### src/rtl/plu_pkg.sv
// ----------------------------------------------------------------------------
// plu_pkg
// Shared widths and constants for the PCM linear interpolation upsampler.
// ----------------------------------------------------------------------------
`default_nettype none

package plu_pkg;

  localparam int SAMPLE_W   = 16;
  localparam int MAX_FACTOR = 16;
  localparam int FACTOR_W   = $clog2(MAX_FACTOR + 1);
  localparam int CFG_FACT_W = 5;
  localparam int BIT_CNT_W  = $clog2(SAMPLE_W);
  // numerator quotient track: sample width plus sign and carry headroom
  localparam int ACC_W      = SAMPLE_W + 2;
  localparam int APB_DATA_W = 32;
  localparam int APB_ADDR_W = 3;

  localparam logic [APB_ADDR_W-3:0] REG_UP_FACTOR = '0;
  localparam logic [CFG_FACT_W-1:0] UP_FACTOR_RST = CFG_FACT_W'(2);

  typedef logic signed [SAMPLE_W-1:0] sample_t;

endpackage

`default_nettype wire

### src/rtl/plu_in_if.sv
// ----------------------------------------------------------------------------
// plu_in_if
// Input sample channel: valid/ready with the PCM sample and frame marker.
// ----------------------------------------------------------------------------
`default_nettype none

interface plu_in_if import plu_pkg::*; ();
  logic    valid;
  logic    ready;
  sample_t in_sample;
  logic    frame_last;

  modport source (output valid, output in_sample, output frame_last, input ready);
  modport sink   (input valid, input in_sample, input frame_last, output ready);
endinterface

`default_nettype wire

### src/rtl/plu_out_if.sv
// ----------------------------------------------------------------------------
// plu_out_if
// Result channel: valid/ready with the interpolated sample and run flags.
// ----------------------------------------------------------------------------
`default_nettype none

interface plu_out_if import plu_pkg::*; ();
  logic    valid;
  logic    ready;
  sample_t out_sample;
  logic    run_last;
  logic    frame_end;

  modport source (output valid, output out_sample, output run_last, output frame_end,
                  input ready);
  modport sink   (input valid, input out_sample, input run_last, input frame_end,
                  output ready);
endinterface

`default_nettype wire

### src/rtl/pcm_linear_interp_upsampler.sv
// ----------------------------------------------------------------------------
// pcm_linear_interp_upsampler
// Linear interpolation integer upsampler for signed 16-bit PCM.
// ----------------------------------------------------------------------------
// Each accepted sample produces M output beats on the line from the previous
// sample to the new one, result j = trunc((prev*M + (new-prev)*j) / M), the
// last one equal to the new sample and flagged run_last (and frame_end when
// the input carried frame_last). M is up_factor at APB offset 0 (reset 2,
// 0 acts as 1, values above 16 saturate). The step (new-prev)/M is found by
// a one-bit-per-cycle restoring divider, then a sign fixup state, then the
// emit state walks quotient and remainder, loading one beat into the output
// register whenever it is free or being taken, and holding while the output
// is stalled. The input is not ready while an item is in work; the output
// has its own beat register.
// ----------------------------------------------------------------------------
`default_nettype none

module pcm_linear_interp_upsampler import plu_pkg::*; (
  input  wire logic                  clk,
  input  wire logic                  rst_n,
  plu_in_if.sink                     in_bus,
  plu_out_if.source                  out_bus,
  input  wire logic                  cfg_psel,
  input  wire logic                  cfg_penable,
  input  wire logic                  cfg_pwrite,
  input  wire logic [APB_ADDR_W-1:0] cfg_paddr,
  input  wire logic [APB_DATA_W-1:0] cfg_pwdata,
  output logic      [APB_DATA_W-1:0] cfg_prdata,
  output logic                       cfg_pready
);

  typedef enum logic [3:0] {
    ST_IDLE = 4'b0001,
    ST_DIV  = 4'b0010,
    ST_FIX  = 4'b0100,
    ST_EMIT = 4'b1000
  } state_t;

  state_t                  state_r, state_nxt;
  logic [CFG_FACT_W-1:0]   up_factor_r, up_factor_nxt;
  sample_t                 prev_r, prev_nxt;
  logic [FACTOR_W-1:0]     m_r, m_nxt;
  logic                    last_r, last_nxt;
  logic                    neg_r, neg_nxt;
  logic [SAMPLE_W-1:0]     quo_r, quo_nxt;
  logic [FACTOR_W-1:0]     rem_r, rem_nxt;
  logic [BIT_CNT_W-1:0]    bit_r, bit_nxt;
  logic [ACC_W-1:0]        q_r, q_nxt;
  logic [FACTOR_W-1:0]     r_r, r_nxt;
  logic [ACC_W-1:0]        qd_r, qd_nxt;
  logic [FACTOR_W-1:0]     rd_r, rd_nxt;
  logic [FACTOR_W-1:0]     cnt_r, cnt_nxt;
  logic                    out_valid_r, out_valid_nxt;
  logic [SAMPLE_W-1:0]     out_sample_r, out_sample_nxt;
  logic                    out_run_last_r, out_run_last_nxt;
  logic                    out_frame_end_r, out_frame_end_nxt;

  logic                    in_fire;
  logic                    cfg_wr;
  logic [FACTOR_W-1:0]     m_eff;
  logic signed [SAMPLE_W:0] diff;
  logic [SAMPLE_W:0]       diff_mag;
  logic [FACTOR_W:0]       rem_sh;
  logic                    rem_ge;
  logic [ACC_W-1:0]        quo_ext;
  logic [FACTOR_W:0]       r_sum;
  logic                    carry;
  logic [FACTOR_W-1:0]     r_step;
  logic [ACC_W-1:0]        q_step;
  logic [ACC_W-1:0]        q_trunc;
  logic                    emit_load;
  logic                    emit_final;

  assign in_bus.ready  = (state_r == ST_IDLE);
  assign in_fire       = in_bus.valid && in_bus.ready;
  assign cfg_pready    = 1'b1;
  assign cfg_wr        = cfg_psel && cfg_penable && cfg_pwrite && cfg_pready &&
                         (cfg_paddr[APB_ADDR_W-1:2] == REG_UP_FACTOR);
  assign cfg_prdata    = (cfg_paddr[APB_ADDR_W-1:2] == REG_UP_FACTOR) ?
                         APB_DATA_W'(up_factor_r) : '0;

  assign out_bus.valid      = out_valid_r;
  assign out_bus.out_sample = out_sample_r;
  assign out_bus.run_last   = out_run_last_r;
  assign out_bus.frame_end  = out_frame_end_r;

  always_comb begin
    if (up_factor_r == '0) begin
      m_eff = FACTOR_W'(1);
    end else if (int'(up_factor_r) > MAX_FACTOR) begin
      m_eff = FACTOR_W'(MAX_FACTOR);
    end else begin
      m_eff = FACTOR_W'(up_factor_r);
    end
  end

  assign diff     = {in_bus.in_sample[SAMPLE_W-1], in_bus.in_sample} -
                    {prev_r[SAMPLE_W-1], prev_r};
  assign diff_mag = diff[SAMPLE_W] ? (~diff + 1'b1) : diff;

  // restoring divide step on |diff| / M
  assign rem_sh  = {rem_r, quo_r[SAMPLE_W-1]};
  assign rem_ge  = (rem_sh >= {1'b0, m_r});
  assign quo_ext = {{(ACC_W-SAMPLE_W){1'b0}}, quo_r};

  // walk numerator quotient/remainder by one step of diff
  assign r_sum      = {1'b0, r_r} + {1'b0, rd_r};
  assign carry      = (r_sum >= {1'b0, m_r});
  assign r_step     = carry ? FACTOR_W'(r_sum - {1'b0, m_r}) : r_sum[FACTOR_W-1:0];
  assign q_step     = q_r + qd_r + {{(ACC_W-1){1'b0}}, carry};
  // floor to truncation toward zero
  assign q_trunc    = q_step + {{(ACC_W-1){1'b0}}, (q_step[ACC_W-1] && (r_step != '0))};
  assign emit_load  = (state_r == ST_EMIT) && (!out_valid_r || out_bus.ready);
  assign emit_final = (cnt_r == m_r);

  always_comb begin
    state_nxt         = state_r;
    up_factor_nxt     = up_factor_r;
    prev_nxt          = prev_r;
    m_nxt             = m_r;
    last_nxt          = last_r;
    neg_nxt           = neg_r;
    quo_nxt           = quo_r;
    rem_nxt           = rem_r;
    bit_nxt           = bit_r;
    q_nxt             = q_r;
    r_nxt             = r_r;
    qd_nxt            = qd_r;
    rd_nxt            = rd_r;
    cnt_nxt           = cnt_r;
    out_valid_nxt     = out_valid_r && !out_bus.ready;
    out_sample_nxt    = out_sample_r;
    out_run_last_nxt  = out_run_last_r;
    out_frame_end_nxt = out_frame_end_r;

    if (cfg_wr) begin
      up_factor_nxt = cfg_pwdata[CFG_FACT_W-1:0];
    end

    case (state_r)
      ST_IDLE: begin
        if (in_fire) begin
          m_nxt     = m_eff;
          last_nxt  = in_bus.frame_last;
          neg_nxt   = diff[SAMPLE_W];
          quo_nxt   = diff_mag[SAMPLE_W-1:0];
          rem_nxt   = '0;
          bit_nxt   = '0;
          q_nxt     = ACC_W'(signed'(prev_r));
          r_nxt     = '0;
          cnt_nxt   = FACTOR_W'(1);
          prev_nxt  = in_bus.in_sample;
          state_nxt = ST_DIV;
        end
      end
      ST_DIV: begin
        rem_nxt = rem_ge ? FACTOR_W'(rem_sh - {1'b0, m_r}) : rem_sh[FACTOR_W-1:0];
        quo_nxt = {quo_r[SAMPLE_W-2:0], rem_ge};
        bit_nxt = bit_r + 1'b1;
        if (bit_r == BIT_CNT_W'(SAMPLE_W - 1)) begin
          state_nxt = ST_FIX;
        end
      end
      ST_FIX: begin
        // floor division for a negative step
        if (!neg_r) begin
          qd_nxt = quo_ext;
          rd_nxt = rem_r;
        end else if (rem_r == '0) begin
          qd_nxt = ~quo_ext + 1'b1;
          rd_nxt = '0;
        end else begin
          qd_nxt = ~quo_ext;
          rd_nxt = m_r - rem_r;
        end
        state_nxt = ST_EMIT;
      end
      ST_EMIT: begin
        if (emit_load) begin
          q_nxt             = q_step;
          r_nxt             = r_step;
          out_valid_nxt     = 1'b1;
          out_sample_nxt    = q_trunc[SAMPLE_W-1:0];
          out_run_last_nxt  = emit_final;
          out_frame_end_nxt = emit_final && last_r;
          cnt_nxt           = cnt_r + 1'b1;
          if (emit_final) begin
            state_nxt = ST_IDLE;
          end
        end
      end
      default: begin
        state_nxt = ST_IDLE;
      end
    endcase
  end

  always_ff @(posedge clk) begin
    if (!rst_n) begin
      state_r     <= ST_IDLE;
      up_factor_r <= UP_FACTOR_RST;
      prev_r      <= '0;
      out_valid_r <= 1'b0;
    end else begin
      state_r     <= state_nxt;
      up_factor_r <= up_factor_nxt;
      prev_r      <= prev_nxt;
      out_valid_r <= out_valid_nxt;
    end
  end

  always_ff @(posedge clk) begin
    m_r             <= m_nxt;
    last_r          <= last_nxt;
    neg_r           <= neg_nxt;
    quo_r           <= quo_nxt;
    rem_r           <= rem_nxt;
    bit_r           <= bit_nxt;
    q_r             <= q_nxt;
    r_r             <= r_nxt;
    qd_r            <= qd_nxt;
    rd_r            <= rd_nxt;
    cnt_r           <= cnt_nxt;
    out_sample_r    <= out_sample_nxt;
    out_run_last_r  <= out_run_last_nxt;
    out_frame_end_r <= out_frame_end_nxt;
  end

  // an accepted beat always starts the divider
  a_fire_div: assert property (@(posedge clk) disable iff (!rst_n)
    in_fire |=> (state_r == ST_DIV))
    else $error("accepted sample did not start division");

  a_div_rem: assert property (@(posedge clk) disable iff (!rst_n)
    (state_r == ST_DIV) |-> (rem_r < m_r))
    else $error("divider remainder out of range");

  a_emit_cnt: assert property (@(posedge clk) disable iff (!rst_n)
    (state_r == ST_EMIT) |-> ((cnt_r != '0) && (cnt_r <= m_r) && (r_r < m_r)))
    else $error("emit counter or remainder out of range");

  a_frame_on_last: assert property (@(posedge clk) disable iff (!rst_n)
    (out_valid_r && out_frame_end_r) |-> out_run_last_r)
    else $error("frame_end without run_last");

  // final beat of a run matches the sample that caused it
  a_last_is_new: assert property (@(posedge clk) disable iff (!rst_n)
    (emit_load && emit_final) |=> (out_sample_r == prev_r))
    else $error("last interpolated beat differs from new sample");

endmodule

`default_nettype wire
### src/flat_wrapper.sv
// flat-port wrapper written by rule: the top's interface ports become plain ports
module pcm_linear_interp_upsampler_flat import plu_pkg::*;
  (clk, rst_n, cfg_psel, cfg_penable, cfg_pwrite, cfg_paddr, cfg_pwdata, cfg_prdata, cfg_pready, in_bus_valid, in_bus_in_sample, in_bus_frame_last, in_bus_ready, out_bus_valid, out_bus_out_sample, out_bus_run_last, out_bus_frame_end, out_bus_ready);
  plu_in_if in_bus_i ();
  plu_out_if out_bus_i ();
  input  wire logic clk;
  input  wire logic rst_n;
  input  wire logic cfg_psel;
  input  wire logic cfg_penable;
  input  wire logic cfg_pwrite;
  input  wire logic [APB_ADDR_W-1:0] cfg_paddr;
  input  wire logic [APB_DATA_W-1:0] cfg_pwdata;
  output logic      [APB_DATA_W-1:0] cfg_prdata;
  output logic cfg_pready;
  input wire logic [$bits(in_bus_i.valid)-1:0] in_bus_valid;
  input wire logic [$bits(in_bus_i.in_sample)-1:0] in_bus_in_sample;
  input wire logic [$bits(in_bus_i.frame_last)-1:0] in_bus_frame_last;
  output wire logic [$bits(in_bus_i.ready)-1:0] in_bus_ready;
  output wire logic [$bits(out_bus_i.valid)-1:0] out_bus_valid;
  output wire logic [$bits(out_bus_i.out_sample)-1:0] out_bus_out_sample;
  output wire logic [$bits(out_bus_i.run_last)-1:0] out_bus_run_last;
  output wire logic [$bits(out_bus_i.frame_end)-1:0] out_bus_frame_end;
  input wire logic [$bits(out_bus_i.ready)-1:0] out_bus_ready;
  assign in_bus_i.valid = in_bus_valid;
  assign in_bus_i.in_sample = in_bus_in_sample;
  assign in_bus_i.frame_last = in_bus_frame_last;
  assign in_bus_ready = in_bus_i.ready;
  assign out_bus_valid = out_bus_i.valid;
  assign out_bus_out_sample = out_bus_i.out_sample;
  assign out_bus_run_last = out_bus_i.run_last;
  assign out_bus_frame_end = out_bus_i.frame_end;
  assign out_bus_i.ready = out_bus_ready;
  pcm_linear_interp_upsampler u_core (.clk(clk), .rst_n(rst_n), .in_bus(in_bus_i), .out_bus(out_bus_i), .cfg_psel(cfg_psel), .cfg_penable(cfg_penable), .cfg_pwrite(cfg_pwrite), .cfg_paddr(cfg_paddr), .cfg_pwdata(cfg_pwdata), .cfg_prdata(cfg_prdata), .cfg_pready(cfg_pready));
endmodule
### config.mk
export PLATFORM = sky130hd
export DESIGN_NAME = pcm_linear_interp_upsampler_flat
export DESIGN_NICKNAME = d
export VERILOG_FILES = /design/src/rtl/plu_pkg.sv /design/src/rtl/plu_in_if.sv /design/src/rtl/plu_out_if.sv /design/src/rtl/pcm_linear_interp_upsampler.sv /design/src/flat_wrapper.sv
export SDC_FILE = /design/constraint.sdc
export NUM_CORES = 1
export LEC_CHECK = 0
export BUFFER_PORTS_ARGS = -buffer_cell sky130_fd_sc_hd__buf_2
export CAP_MARGIN = 0
export CORE_UTILIZATION = 40
export DETAILED_ROUTE_END_ITERATION = 16
export PLACE_DENSITY = 0.6
export SKIP_CTS_REPAIR_TIMING = 1
export SLEW_MARGIN = 20
export SYNTH_ARGS = -nofsm -noshare
export SYNTH_HDL_FRONTEND = slang
export SYNTH_SLANG_ARGS = --single-unit
### constraint.sdc
create_clock -name clk -period 8.5 [get_ports clk]
set_input_delay 1.275 -clock clk [delete_from_list [all_inputs] [get_ports clk]]
set_output_delay 1.275 -clock clk [all_outputs]
set_load 0.01 [all_outputs]
==> metrics.log <==
INFO  metric status = finished, final reports clean
INFO  metric drt-total-wl = 17.6 mm
INFO  metric cts_max_level = 4
INFO  metric crit_path_max_incr_delay = 0.54 ns
INFO  metric finalWorstPathRequiredPeriod = 6.56 ns
INFO  metric post_drt_via_cell_ratio = 5.11
INFO  metric fin_worst_hold_slack = 0.494 ns
INFO  metric layout-drive-gt1-share = 12.0%
INFO  metric grt_first_pass_wirelength = 28.8 mm
INFO  metric routabilityCongestion = 0.844
INFO  metric synth-edff-count = 101
INFO  metric synthesis.area_per_instance = 9.67 um^2
INFO  metric power_density_relative_to_cell_area = 215 nW/um^2
INFO  metric overflow = 0
INFO  metric start_util = 41.1%
INFO  metric total_area_of_multi_input_combinational_cells = 4460 um^2
INFO  metric synth_cell_types = 61
INFO  metric routedWlPerCell = 14.5 um
INFO  metric final_hold_viol_count = 0
INFO  metric dominant_combinational_cell_family_by_area_after_synthesis = simple AND/OR/NAND/NOR gates
INFO  metric arrival = 6.74 ns
INFO  metric placed_area = 8880 um^2
INFO  metric grt_pass1_vias = 5,713
INFO  metric grt_antenna_before_repair = 0
INFO  metric design.die.area = 21,600 um^2
INFO  metric launching_element_type_of_the_critical_path = flop
INFO  metric post-route-worst-setup-slack = 1.94 ns
INFO  metric yosys_most_used_dff = edfxtp_1
INFO  metric clkLatencyLatePin = 0.42 ns
INFO  metric cellLeakagePower = 3.74 nW
INFO  metric nets = 1,050
INFO  metric cell_with_the_biggest_individual_delay_on_the_critical_path = nor4_1
INFO  metric grt_use_total = 17.0%
INFO  metric r2r-start = u_core.rd_r[0]
INFO  metric initial_drc_count = 422
INFO  metric setup_viol_count_final = 0
INFO  metric num_rows = 52
INFO  metric synth.largest_area_cell = edfxtp_1
INFO  metric synthToLayoutAreaGrowth = 13.9%
INFO  metric clock_skew = 0.00712 ns
INFO  metric post_synth_and_or_nand_nor_area_fraction = 15.8%
INFO  metric rsz_0062_raised_after_global_routing = no
INFO  metric tns = 0 ns
INFO  metric synth.cells.most_frequent = 101 x edfxtp_1, 100 x nand2_1, 63 x nor2_1
INFO  metric fill_cells = 1,940
INFO  metric postSynth.asyncResetShare = 0%
INFO  metric reg2reg_slack = 1.94 ns
INFO  metric finalInstanceArea = 9550 um^2
INFO  metric detail_route.drc_violations = 0
INFO  metric number_of_max_slew_violations_in_the_final_report = 0
INFO  metric slew_headroom = 38.1%
INFO  metric post-dp-hpwl = 13.1 mm
INFO  metric antennaDiodeCount = 0
INFO  metric dr.pass1.iters = 5
INFO  metric synth_top_area_share = 36.1%
INFO  metric critical_path.max_fanout = 9
INFO  metric cts.root.buffer_cell = clkbuf_16
INFO  metric synth-adder-area-share = 10.5%
INFO  metric post_synth_instance_area = 8390 um^2
INFO  metric capturing_element_type_of_the_critical_path = flop
INFO  metric placed_cells_incl_taps = 1,176
INFO  metric timing.hold.worst.class = reg2reg
INFO  metric yosys.area_share.xor_xnor = 9.08%
INFO  metric post-route-util = 46.8%
INFO  metric ff_latch_area = 3550 um^2
INFO  metric port_buffers = 54
INFO  metric ys_seq_area_share = 42.3%
INFO  metric detail-route-antenna-nets = 0
INFO  metric worst_ir_drop_on_vdd = 0.150 mV
INFO  metric postSynthRegisterBits = 127
INFO  metric worst-slew-pin-transition = 0.927 ns
INFO  metric io-pin-count = 112
INFO  metric timing.critical_path.from = u_core.rd_r[0]
INFO  metric synth.yosys.warnings = 0
INFO  metric die_h = 147 um
INFO  metric tritoncts.num_buffers = 17
INFO  metric clock_path_buffers = 2
INFO  metric detailroute.via_count = 6,178
INFO  metric clock.fmax = 0.152 GHz
INFO  metric clock_sink_count = 127
INFO  metric share_of_the_synthesized_area_in_compound_gates_ao_oa_aoi_oai = 14.2%
INFO  metric worst_setup_hold_path_clk_slew = 0.06 ns
INFO  metric die_w = 147 um
INFO  metric postSynthCellCount = 868
INFO  metric dpl_worst_slack = 1.84 ns
INFO  metric top_count_cell_post_synth = edfxtp_1
INFO  metric tritoncts = built
INFO  metric grt_max_degree = 44
INFO  metric synth.area.mux_share = 2.01%
INFO  metric total_power = 2.06 mW
INFO  metric crit_type = reg2reg
INFO  metric design.core.area = 20,400 um^2
INFO  metric min_from = u_core.prev_r[2]
INFO  metric timing.max_cap.violations = 0
INFO  metric part_of_the_cycle_the_worst_path_needs = 77.2%
INFO  metric stdcell_count = 1,208
INFO  metric critical_path_rt = 8.67 ns
INFO  metric synth.area.top_cells = edfxtp_1 36%, ha_1 8.8%, dfxtp_1 6.2%
-- final cells by class --
type                       instances  area share [%]
multi-input combinational        662            46.7
sequential                       127            37.2
tap                              270            3.54
timing repair buffer              61            3.38
clock inverter                    12            2.13
clock buffer                      20            4.88
inverter                          56            2.20
-- registers in the layout, summed over array words and instances (netlist names), 16 cells and up --
| signal | count |
|---|---|
| u_core.out_bus.out_sample | 16 |
| u_core.q_r | 18 |
| u_core.qd_r | 18 |
| u_core.quo_r | 16 |
| u_core.prev_r | 16 |
-- cell families after synthesis --
group	Yosys count
compound gates	187
xor+xnor	87
flops	127
mux	16
buf+inv	105
other cells	2
simple gates	278
fa+ha+maj	66
-- cells in the final DEF (no fill, tap or decap), drive strengths merged, types with 5 or more instances in the layout --
cell and instances:
edfxtp 101, nand2 100, nor2 63, buf 61
ha 59, inv 57, xnor2 55, o21ai 52
a21oi 46, xor2 32, conb 28, dfxtp 26
nor2b 24, nor3 20, clkbuf 20, a21boi 19
a21o 16, nand3 15, o31ai 11, nand2b 11
and2 9, mux2i 9, mux2 7, fa 7
o21a 6, or4 5, nand4 5, bufinv 5
or3 5, o211ai 5
-- power breakdown --
part / internal (mW) / switching (mW)
Combinational: 0.186 / 0.257
Clock: 0.545 / 0.278
Sequential: 0.744 / 0.0481
Total: 1.48 / 0.583
-- worst max-delay path, delay by kind of cell (launching register included) --
family / cells / cell delay (ns)
flip-flops: 1 / 0.39
AO/OA/AOI/OAI: 8 / 1.52
buffers and inverters: 2 / 0.12
adder cells (fa/ha/maj): 5 / 1.34
AND/OR/NAND/NOR: 10 / 2.49
XOR/XNOR: 3 / 0.46
-- routing by layer --
metal / track usage [%] / up-vias / wire length (um)
met2: 25.9 / 105 / 7760
li1: - / 3132 / -
met3: 2.76 / 29 / 570
met1: 23.8 / 2912 / 8820
met4: 7.34 / 0 / 421
met5: 0 / - / 0
-- worst paths after layout --
| check | endpoint | cells after the start |
|---|---|---|
| hold reg to reg | u_core.prev_r[2] | 2 |
| setup / recovery | u_core.out_bus.out_sample[15] | 28 |
| setup reg to reg | u_core.out_bus.out_sample[15] | 28 |
| hold / removal | u_core.prev_r[2] | 2 |
No activity file was read; power rests on OpenSTA's default activity.
